<file path="src/hw/rtl/wpnm_pkg.sv">
// ----------------------------------------------------------------------------
// wpnm_pkg
// shared types, constants and helpers for the wildcard pattern nth-match search
// ----------------------------------------------------------------------------
package wpnm_pkg;

	// sizes
	localparam int MAX_PATTERN = 16;
	localparam int OFFSET_BITS = 32;
	localparam int PAT_IDX_W   = $clog2(MAX_PATTERN);
	localparam int LEN_W       = 5;
	localparam int MATCH_W     = 32;
	localparam int OCC_W       = 32;
	localparam int MOFS_W      = 32;
	localparam int CFG_IDX_W   = 3;
	localparam int CFG_DATA_W  = 64;

	// status codes
	localparam logic [1:0] ST_FOUND     = 2'd0;
	localparam logic [1:0] ST_NOT_FOUND = 2'd1;
	localparam logic [1:0] ST_BAD_LEN   = 2'd2;

	// configuration register indexes
	localparam logic [CFG_IDX_W-1:0] REG_PAT_LOW  = 3'd0;
	localparam logic [CFG_IDX_W-1:0] REG_PAT_HIGH = 3'd1;
	localparam logic [CFG_IDX_W-1:0] REG_PAT_LEN  = 3'd2;
	localparam logic [CFG_IDX_W-1:0] REG_WILDCARD = 3'd3;
	localparam logic [CFG_IDX_W-1:0] REG_OCCUR    = 3'd4;

	// input word
	typedef struct packed {
		logic [7:0] data_byte;
		logic       last_byte;
	} in_word_t;

	// result word
	typedef struct packed {
		logic [1:0]        status;
		logic [MOFS_W-1:0] match_offset;
	} out_word_t;

	// configuration seen by the search core
	typedef struct packed {
		logic [63:0]      pattern_bytes_low;
		logic [63:0]      pattern_bytes_high;
		logic [LEN_W-1:0] pattern_length;
		logic [7:0]       wildcard_byte;
		logic [OCC_W-1:0] occurrence_index;
	} cfg_t;

	// pick pattern byte j out of the two pattern registers
	function automatic logic [7:0] pat_byte(input cfg_t cfg, input logic [PAT_IDX_W-1:0] j);
		logic [127:0] pat;
		pat = {cfg.pattern_bytes_high, cfg.pattern_bytes_low};
		return pat[j*8 +: 8];
	endfunction

endpackage

</file>
<file path="src/hw/rtl/wpnm_cfg.sv">
// ----------------------------------------------------------------------------
// wpnm_cfg
// configuration register file written through the config channel
// ----------------------------------------------------------------------------
module wpnm_cfg (
	input  logic                             clk,
	input  logic                             arst_n,
	input  logic                             cfg_valid,
	output logic                             cfg_ready,
	input  logic [wpnm_pkg::CFG_IDX_W-1:0]   cfg_index,
	input  logic [wpnm_pkg::CFG_DATA_W-1:0]  cfg_data,
	output wpnm_pkg::cfg_t                   cfg
);

	wpnm_pkg::cfg_t cfg_q;

	// writes are taken in any cycle
	assign cfg_ready = 1'b1;
	assign cfg       = cfg_q;

	// register writes; unknown indexes are dropped
	always_ff @(posedge clk or negedge arst_n) begin
		if (!arst_n) begin
			cfg_q.pattern_bytes_low  <= '0;
			cfg_q.pattern_bytes_high <= '0;
			cfg_q.pattern_length     <= wpnm_pkg::LEN_W'(1);
			cfg_q.wildcard_byte      <= '0;
			cfg_q.occurrence_index   <= '0;
		end else if (cfg_valid && cfg_ready) begin
			case (cfg_index)
				wpnm_pkg::REG_PAT_LOW:  cfg_q.pattern_bytes_low  <= cfg_data;
				wpnm_pkg::REG_PAT_HIGH: cfg_q.pattern_bytes_high <= cfg_data;
				wpnm_pkg::REG_PAT_LEN:  cfg_q.pattern_length     <= cfg_data[wpnm_pkg::LEN_W-1:0];
				wpnm_pkg::REG_WILDCARD: cfg_q.wildcard_byte      <= cfg_data[7:0];
				wpnm_pkg::REG_OCCUR:    cfg_q.occurrence_index   <= cfg_data[wpnm_pkg::OCC_W-1:0];
				default: ;
			endcase
		end
	end

endmodule

</file>
<file path="src/hw/rtl/wpnm_core.sv">
// ----------------------------------------------------------------------------
// wpnm_core
// input register, byte window, parallel wildcard compare and match counters
// ----------------------------------------------------------------------------
module wpnm_core (
	input  logic                clk,
	input  logic                arst_n,
	input  logic                in_valid,
	output logic                in_ready,
	input  wpnm_pkg::in_word_t  in_word,
	input  wpnm_pkg::cfg_t      cfg,
	input  logic                room,
	output logic                res_valid,
	output wpnm_pkg::out_word_t res_word
);

	localparam logic [wpnm_pkg::OFFSET_BITS-1:0] SEEN_MAX = '1;
	localparam logic [wpnm_pkg::MATCH_W-1:0]     MATCH_MAX = '1;
	localparam int LANE_W = wpnm_pkg::LEN_W + 1;

	logic                           valid_s1;
	wpnm_pkg::in_word_t             word_s1;
	logic                           advance;

	logic [7:0]                     window_q [wpnm_pkg::MAX_PATTERN];
	logic [7:0]                     win_nxt  [wpnm_pkg::MAX_PATTERN];
	logic [wpnm_pkg::OFFSET_BITS-1:0] seen_q;
	logic [wpnm_pkg::OFFSET_BITS-1:0] seen_nxt;
	logic [wpnm_pkg::MATCH_W-1:0]   matches_q;
	logic                           done_q;

	logic                           bad_len;
	logic [wpnm_pkg::MAX_PATTERN-1:0] lane_ok;
	logic                           win_hit;
	logic                           hit_is_nth;
	logic                           found;
	logic [wpnm_pkg::OFFSET_BITS-1:0] start_ofs;

	// input register advances when the result side has room
	assign advance  = valid_s1 && room;
	assign in_ready = !valid_s1 || room;

	always_ff @(posedge clk or negedge arst_n) begin
		if (!arst_n) begin
			valid_s1 <= 1'b0;
		end else if (in_ready) begin
			valid_s1 <= in_valid;
		end
	end

	always_ff @(posedge clk) begin
		if (in_ready && in_valid) begin
			word_s1 <= in_word;
		end
	end

	// length check
	assign bad_len = (cfg.pattern_length == '0) ||
		(cfg.pattern_length > wpnm_pkg::LEN_W'(wpnm_pkg::MAX_PATTERN));

	// window after taking the new byte, newest at the top
	always_comb begin
		for (int i = 0; i < wpnm_pkg::MAX_PATTERN - 1; i++) begin
			win_nxt[i] = window_q[i+1];
		end
		win_nxt[wpnm_pkg::MAX_PATTERN-1] = word_s1.data_byte;
	end

	// saturating byte count
	assign seen_nxt = (seen_q == SEEN_MAX) ? seen_q : seen_q + 1'b1;

	// per-lane compare: lane i holds pattern byte i + len - MAX_PATTERN
	always_comb begin
		logic [LANE_W-1:0]             sum;
		logic [wpnm_pkg::PAT_IDX_W-1:0] j;
		logic [7:0]                    p;
		for (int i = 0; i < wpnm_pkg::MAX_PATTERN; i++) begin
			sum = LANE_W'(cfg.pattern_length) + LANE_W'(i);
			j   = wpnm_pkg::PAT_IDX_W'(sum - LANE_W'(wpnm_pkg::MAX_PATTERN));
			p   = wpnm_pkg::pat_byte(cfg, j);
			lane_ok[i] = (sum < LANE_W'(wpnm_pkg::MAX_PATTERN)) ||
				(p == cfg.wildcard_byte) || (p == win_nxt[i]);
		end
	end

	assign win_hit    = (seen_nxt >= wpnm_pkg::OFFSET_BITS'(cfg.pattern_length)) && (&lane_ok);
	assign hit_is_nth = (wpnm_pkg::OCC_W'(matches_q) == cfg.occurrence_index);
	assign found      = win_hit && hit_is_nth;
	assign start_ofs  = seen_nxt - wpnm_pkg::OFFSET_BITS'(cfg.pattern_length);

	// result selection
	always_comb begin
		res_valid             = 1'b0;
		res_word.status       = wpnm_pkg::ST_NOT_FOUND;
		res_word.match_offset = '0;
		if (advance && !done_q) begin
			if (bad_len) begin
				res_valid       = 1'b1;
				res_word.status = wpnm_pkg::ST_BAD_LEN;
			end else if (found) begin
				res_valid             = 1'b1;
				res_word.status       = wpnm_pkg::ST_FOUND;
				res_word.match_offset = wpnm_pkg::MOFS_W'(start_ofs);
			end else if (word_s1.last_byte) begin
				res_valid       = 1'b1;
				res_word.status = wpnm_pkg::ST_NOT_FOUND;
			end
		end
	end

	// region state; last byte rearms everything
	always_ff @(posedge clk or negedge arst_n) begin
		if (!arst_n) begin
			for (int i = 0; i < wpnm_pkg::MAX_PATTERN; i++) begin
				window_q[i] <= '0;
			end
			seen_q    <= '0;
			matches_q <= '0;
			done_q    <= 1'b0;
		end else if (advance) begin
			if (word_s1.last_byte) begin
				for (int i = 0; i < wpnm_pkg::MAX_PATTERN; i++) begin
					window_q[i] <= '0;
				end
				seen_q    <= '0;
				matches_q <= '0;
				done_q    <= 1'b0;
			end else if (!done_q) begin
				if (bad_len) begin
					done_q <= 1'b1;
				end else begin
					window_q <= win_nxt;
					seen_q   <= seen_nxt;
					if (found) begin
						done_q <= 1'b1;
					end else if (win_hit && matches_q != MATCH_MAX) begin
						matches_q <= matches_q + 1'b1;
					end
				end
			end
		end
	end

	// a last byte leaves the counters clear
	a_rearm: assert property (@(posedge clk) disable iff (!arst_n)
		advance && word_s1.last_byte |=> seen_q == '0 && matches_q == '0 && !done_q)
		else $error("counters not cleared after last byte");

	// once done, only a last byte clears the done flag
	a_done_hold: assert property (@(posedge clk) disable iff (!arst_n)
		done_q && !(advance && word_s1.last_byte) |=> done_q)
		else $error("done flag dropped mid region");

	// no result while the region is done
	a_no_result_done: assert property (@(posedge clk) disable iff (!arst_n)
		done_q |-> !res_valid)
		else $error("result given after region finished");

endmodule

</file>
<file path="src/hw/rtl/wpnm_skid.sv">
// ----------------------------------------------------------------------------
// wpnm_skid
// result register with a skid stage so the core keeps running under stall until the skid fills
// ----------------------------------------------------------------------------
module wpnm_skid (
	input  logic                clk,
	input  logic                arst_n,
	input  logic                res_valid,
	input  wpnm_pkg::out_word_t res_word,
	output logic                room,
	output logic                out_valid,
	input  logic                out_ready,
	output wpnm_pkg::out_word_t out_word
);

	logic                out_valid_q;
	wpnm_pkg::out_word_t out_q;
	logic                skid_valid_q;
	wpnm_pkg::out_word_t skid_q;
	logic                take;

	assign take      = out_valid_q && out_ready;
	assign room      = !skid_valid_q;
	assign out_valid = out_valid_q;
	assign out_word  = out_q;

	// valid flags
	always_ff @(posedge clk or negedge arst_n) begin
		if (!arst_n) begin
			out_valid_q  <= 1'b0;
			skid_valid_q <= 1'b0;
		end else if (skid_valid_q) begin
			if (take) begin
				skid_valid_q <= 1'b0;
			end
		end else if (res_valid) begin
			if (!out_valid_q || take) begin
				out_valid_q <= 1'b1;
			end else begin
				skid_valid_q <= 1'b1;
			end
		end else if (take) begin
			out_valid_q <= 1'b0;
		end
	end

	// payload moves
	always_ff @(posedge clk) begin
		if (skid_valid_q) begin
			if (take) begin
				out_q <= skid_q;
			end
		end else if (res_valid) begin
			if (!out_valid_q || take) begin
				out_q <= res_word;
			end else begin
				skid_q <= res_word;
			end
		end
	end

	// skid only fills behind a held output word
	a_skid_order: assert property (@(posedge clk) disable iff (!arst_n)
		skid_valid_q |-> out_valid_q)
		else $error("skid holds a word with output empty");

	// a waiting output word stays put until taken
	a_out_hold: assert property (@(posedge clk) disable iff (!arst_n)
		out_valid_q && !out_ready |=> out_valid_q && $stable(out_q))
		else $error("output word changed while waiting");

	// skid word stays until the output drains
	a_skid_hold: assert property (@(posedge clk) disable iff (!arst_n)
		skid_valid_q && !take |=> skid_valid_q)
		else $error("skid word lost before output taken");

endmodule

</file>
<file path="src/hw/rtl/wildcard_pattern_nth_match_top.sv">
// result path: a byte is held in the core input register, its result in the output register
// throughput: one byte per cycle unless stalled; one parallel window compare over 16 lanes
// a held result stalls input only once the skid stage behind the output register is full
// reset: arst_n clears window, counters and valid flags; cfg registers return to defaults
// ----------------------------------------------------------------------------
// wildcard_pattern_nth_match_top
// streaming wildcard byte-pattern search reporting the nth match of a region
// ----------------------------------------------------------------------------
module wildcard_pattern_nth_match_top (
	input  logic                             clk,
	input  logic                             arst_n,
	input  logic                             in_valid,
	output logic                             in_ready,
	input  wpnm_pkg::in_word_t               in_word,
	output logic                             out_valid,
	input  logic                             out_ready,
	output wpnm_pkg::out_word_t              out_word,
	input  logic                             cfg_valid,
	output logic                             cfg_ready,
	input  logic [wpnm_pkg::CFG_IDX_W-1:0]   cfg_index,
	input  logic [wpnm_pkg::CFG_DATA_W-1:0]  cfg_data
);

	wpnm_pkg::cfg_t      cfg;
	logic                room;
	logic                res_valid;
	wpnm_pkg::out_word_t res_word;

	// configuration registers
	wpnm_cfg u_cfg (
		.clk       (clk),
		.arst_n    (arst_n),
		.cfg_valid (cfg_valid),
		.cfg_ready (cfg_ready),
		.cfg_index (cfg_index),
		.cfg_data  (cfg_data),
		.cfg       (cfg)
	);

	// search core
	wpnm_core u_core (
		.clk       (clk),
		.arst_n    (arst_n),
		.in_valid  (in_valid),
		.in_ready  (in_ready),
		.in_word   (in_word),
		.cfg       (cfg),
		.room      (room),
		.res_valid (res_valid),
		.res_word  (res_word)
	);

	// result buffering
	wpnm_skid u_skid (
		.clk       (clk),
		.arst_n    (arst_n),
		.res_valid (res_valid),
		.res_word  (res_word),
		.room      (room),
		.out_valid (out_valid),
		.out_ready (out_ready),
		.out_word  (out_word)
	);

endmodule
</file>
<file path="config.mk">
export PLATFORM = sky130hd
export DESIGN_NAME = wildcard_pattern_nth_match_top
export DESIGN_NICKNAME = d
export VERILOG_FILES = /design/src/hw/rtl/wpnm_pkg.sv /design/src/hw/rtl/wpnm_cfg.sv /design/src/hw/rtl/wpnm_core.sv /design/src/hw/rtl/wpnm_skid.sv /design/src/hw/rtl/wildcard_pattern_nth_match_top.sv
export SDC_FILE = /design/constraint.sdc
export NUM_CORES = 1
export LEC_CHECK = 0
export CAP_MARGIN = 20
export CORE_ASPECT_RATIO = 0.9
export CORE_MARGIN = 4
export CORE_UTILIZATION = 58
export DETAILED_ROUTE_END_ITERATION = 10
export DONT_BUFFER_PORTS = 1
export PLACE_DENSITY = 0.82
export SYNTH_ARGS = -nofsm -noshare
export SYNTH_HDL_FRONTEND = slang
export SYNTH_HIERARCHICAL = 1
export SYNTH_SLANG_ARGS = --single-unit
</file>
<file path="constraint.sdc">
create_clock -name clk -period 16.3 [get_ports clk]
set_clock_uncertainty 0.1 [all_clocks]
set_input_delay 0.815 -clock clk [delete_from_list [all_inputs] [get_ports clk]]
set_output_delay 0.815 -clock clk [all_outputs]
set_load 0.02 [all_outputs]
</file>
==> results by group <==
STA
  • Setup ws final: 7.89 ns
  • WHS: -0.00522 ns
  • RSZ-0062 raised after global routing: false
  • Max Slew Vio Count: 0
  • Fmax: 0.119 GHz
  • Worst Tran Pin Value: 1.08 ns
  • Final Hold Vio Count: 2
  • Slew headroom: 25.8%
  • Final setup viols: 0
  • Fin crit period: 8.41 ns
  • Sum Neg Setup Slack: 0 ns
  • Final period util: 51.6%

Floorplan
  • Ports: 118
  • Die height: 234 um
  • Core ar.: 55,900 sq um
  • Num rows: 82
  • DIE AREA: 60,600 sq um
  • Die Wd: 259 um
  • Starting Density: 58.9%

Drt
  • Top Metal Used: met4
  • DR vias: 26,137
  • TritonRoute pass-1 iters: 7
  • ANT nets after route: 0
  • Initial DRC count: 4,605
  • Routed met1 length: 42.6 mm
  • Wirelength per Cell: 33.1 um
  • DRC violations left: 0
  • Routed wl met2: 47.7 mm
  • Routed wl met3: 16.5 mm
  • Drt via density: 7.60
  • Final wirelength: 114 mm

Synthesis
  • Post-Syn Area: 32,900 sq um
  • Adder-cell area share of the yosys netlist: 0.783%
  • Yosys top cell area share: 27.4%
  • Mapped Avg Cell Area: 11.9 sq um
  • Largest family of logic cells by synthesized area: multiplexers
  • Leading area contributor after synthesis: dfrtp_1
  • Ranking of synthesized cells by area: dfrtp_1 (27%), mux4_2 (17%), edfxtp_1 (7.0%)
  • Netlist cell types: 90
  • Post-synthesis sequential area ratio: 34.5%
  • Post-synth EDFFs: 77
  • Yosys warning count: 6
  • Post-synthesis compound-gate area fraction: 9.34%
  • Instance count of the mapped netlist: 2,768
  • Ys flop type: dfrtp_1
  • Post-synth ARST share: 82.4%
  • Syn_nets: 2,869
  • Mux share of post-synthesis cell area: 31.0%
  • Flip-flop and latch count after synthesis: 438
  • XOR/XNOR share of the synthesized area: 9.88%
  • Simple-Gate Fraction of Synth Area: 10.4%

Outcome
  • Outcome: finished, violations left
  • Failing checks: negative hold slack

Critical path
  • CP most frequent cell: mux4_2
  • FF-to-FF setup slack: 7.89 ns
  • Worst path required time: 16.41 ns
  • Kind of critical path: reg2reg
  • Crit path max-delay family: simple AND/OR/NAND/NOR gates
  • Crit path capture type: flip-flop
  • CP arrival: 8.52 ns
  • Worst-path maximum fanout: 69
  • WP buf/inv: 2
  • Slowest CP cell: dfstp_4
  • Critical path, cell by cell: inv_2 > ha_4 > buf_4 > mux4_2 > mux4_2 > xnor2_1 > nand4_1 > nor4_1 > o32ai_1 > nor3b_2 > and3_1 > a31oi_1 > a21oi_1 > and4bb_2
  • CP Launch Type: flip-flop
  • Max incr delay on CP: 1.02 ns

Power
  • Clk pwr share: 19.4%
  • Switching power: 0.00250 W
  • Pint: 0.00324 W
  • Leak: 14.1 nW
  • Peak supply drop: 0.106 mV
  • Switch share: 43.5%
  • PD cells: 165 nW/um^2
  • Logic pwr share: 55.3%
  • Power Total: 0.00574 W
  • Register share of total power: 25.3%

Run
  • Max-Cap Viols: 0

Place
  • IO buf count: 0
  • GP Congestion: 1.15
  • Pre-CTS WS: 8.26 ns
  • Hpwl dp: 82.1 mm

Finish
  • Commonest non-fill, non-tap cell in the layout: dfrtp_1
  • Synthesis-to-finish area growth: 5.69%
  • Commonest non-fill, non-tap cells in the layout: dfrtp_1 (358), mux4_2 (249), xnor2_1 (244)
  • Final nets: 2,747
  • Layout cells sized above 1: 24.2%

Clock network
  • Setup Buffers After CTS: 0
  • Root buffer cell: clkbuf_16
  • Max Buffers Root-to-Sink: 3
  • H-tree Lvls: 2
  • CTS tree: yes
  • TritonCTS buffer count: 47
  • Resize count post-CTS: 0
  • Clock transition at the registers of the reported paths: 0.06 ns
  • Worst skew pair latency: 0.63 ns
  • Clock sink count: 438

Global routing
  • GR Overflow Total: 0
  • Pin count of the biggest net entering global routing: 361
  • Initial antenna violation count: 2
  • Gr usage total: 37.0%
  • Vias in the first global route: 24,435
  • First-pass GRT wire length: 167 mm

Hold path
  • Hold WC Path Type: in2async
## cells in the mapped netlist, types with 59 or more instances
| master | n |
|---|---|
| a22o_1 | 125 |
| buf_2 | 59 |
| clkbuf_1 | 98 |
| dfrtp_1 | 360 |
| edfxtp_1 | 77 |
| mux2_2 | 109 |
| mux2_4 | 120 |
| mux2i_1 | 152 |
| mux4_2 | 249 |
| nand2_1 | 129 |
| nand3_1 | 143 |
| nand4_1 | 66 |
| nor2_1 | 97 |
| o21ai_0 | 60 |
| xnor2_1 | 247 |
| xor2_1 | 117 |
## flip-flops by register name, indices dropped and copies added (netlist names)
register	flops
u_cfg/cfg	173
u_core/done_q	1
u_core/matches_q	32
u_core/seen_q	32
u_core/valid_s1	1
u_core/win_nxt	128
u_core/word_s1	1
u_skid/out_valid	1
u_skid/out_word	34
u_skid/skid_q	34
u_skid/skid_valid_q	1
## stage by stage
step / utilization, % / area, sq um / instances / hold WS (ns)
final: 62.2 / 34800 / 3441 / -0.00522
after detailed placement: 59.1 / 33100 / 3347 / 0.402
after floorplan: - / 32900 / 2768 / 0.378
after global placement: 59.1 / 33100 / 3345 / 0.392
after global routing: 62.2 / 34800 / 3440 / 0.0674
after CTS: 62.1 / 34700 / 3435 / 0.198
## final timing paths
path	startpoint	end	cells after the start
setup / recovery	u_cfg/cfg[40]	u_skid/skid_q[20]	14
hold / removal	arst_n	u_cfg/cfg[103]	1
setup reg to reg	u_cfg/cfg[40]	u_skid/skid_q[20]	14
hold reg to reg	u_cfg/cfg[5]	u_cfg/cfg[5]	1
max in group asynchronous	arst_n	u_core/win_nxt[46]	2
min in group clk	in_word[7]	u_core/win_nxt[6]	0
## power by group through the flow
stage / logic (W) / registers (W) / clock network [W]
6_report: 0.00317 / 0.00145 / 0.00112
5_1_grt: 0.00327 / 0.00146 / 0.00116
4_1_cts: 0.00304 / 0.00143 / 0.00112
3_5_place_dp: 0.00301 / 0.00145 / 0
3_3_place_gp: 0.00296 / 0.00144 / 0
2_1_floorplan: 0.00227 / 0.00133 / 0
## per-layer routing
metal / track usage (%) / vias to the layer above
met5: 0 / -
met4: 17.7 / 0
met3: 12.4 / 395
met2: 52.5 / 2156
met1: 51.6 / 13123
li1: - / 10463
## kinds of logic after synthesis
kind of cell | after synthesis
muxes | 634
other | 1
and+or+nand+nor | 650
DFF | 438
adders and majority gates | 20
xor gates and xnor gates | 368
buffers and inverters | 249
AOI/OAI and AO/OA | 408
## layout make-up
cell class,instances,area (sq um)
antenna,2,5.00
fill,4225,21100
multi-input combinational,2081,20300
clock buffer,65,1330
timing repair buffer,48,460
inverter,30,113
clock inverter,21,254
tap,756,946
sequential,438,11400
## what timing repair did
| action | CTS | global route |
|---|---|---|
| endpoints found under the setup margin | 0 | 0 |
| hold buffers | 2 | 0 |
| hold endpoints to repair | 360 | 0 |
Power figures use the tool's default switching activity.
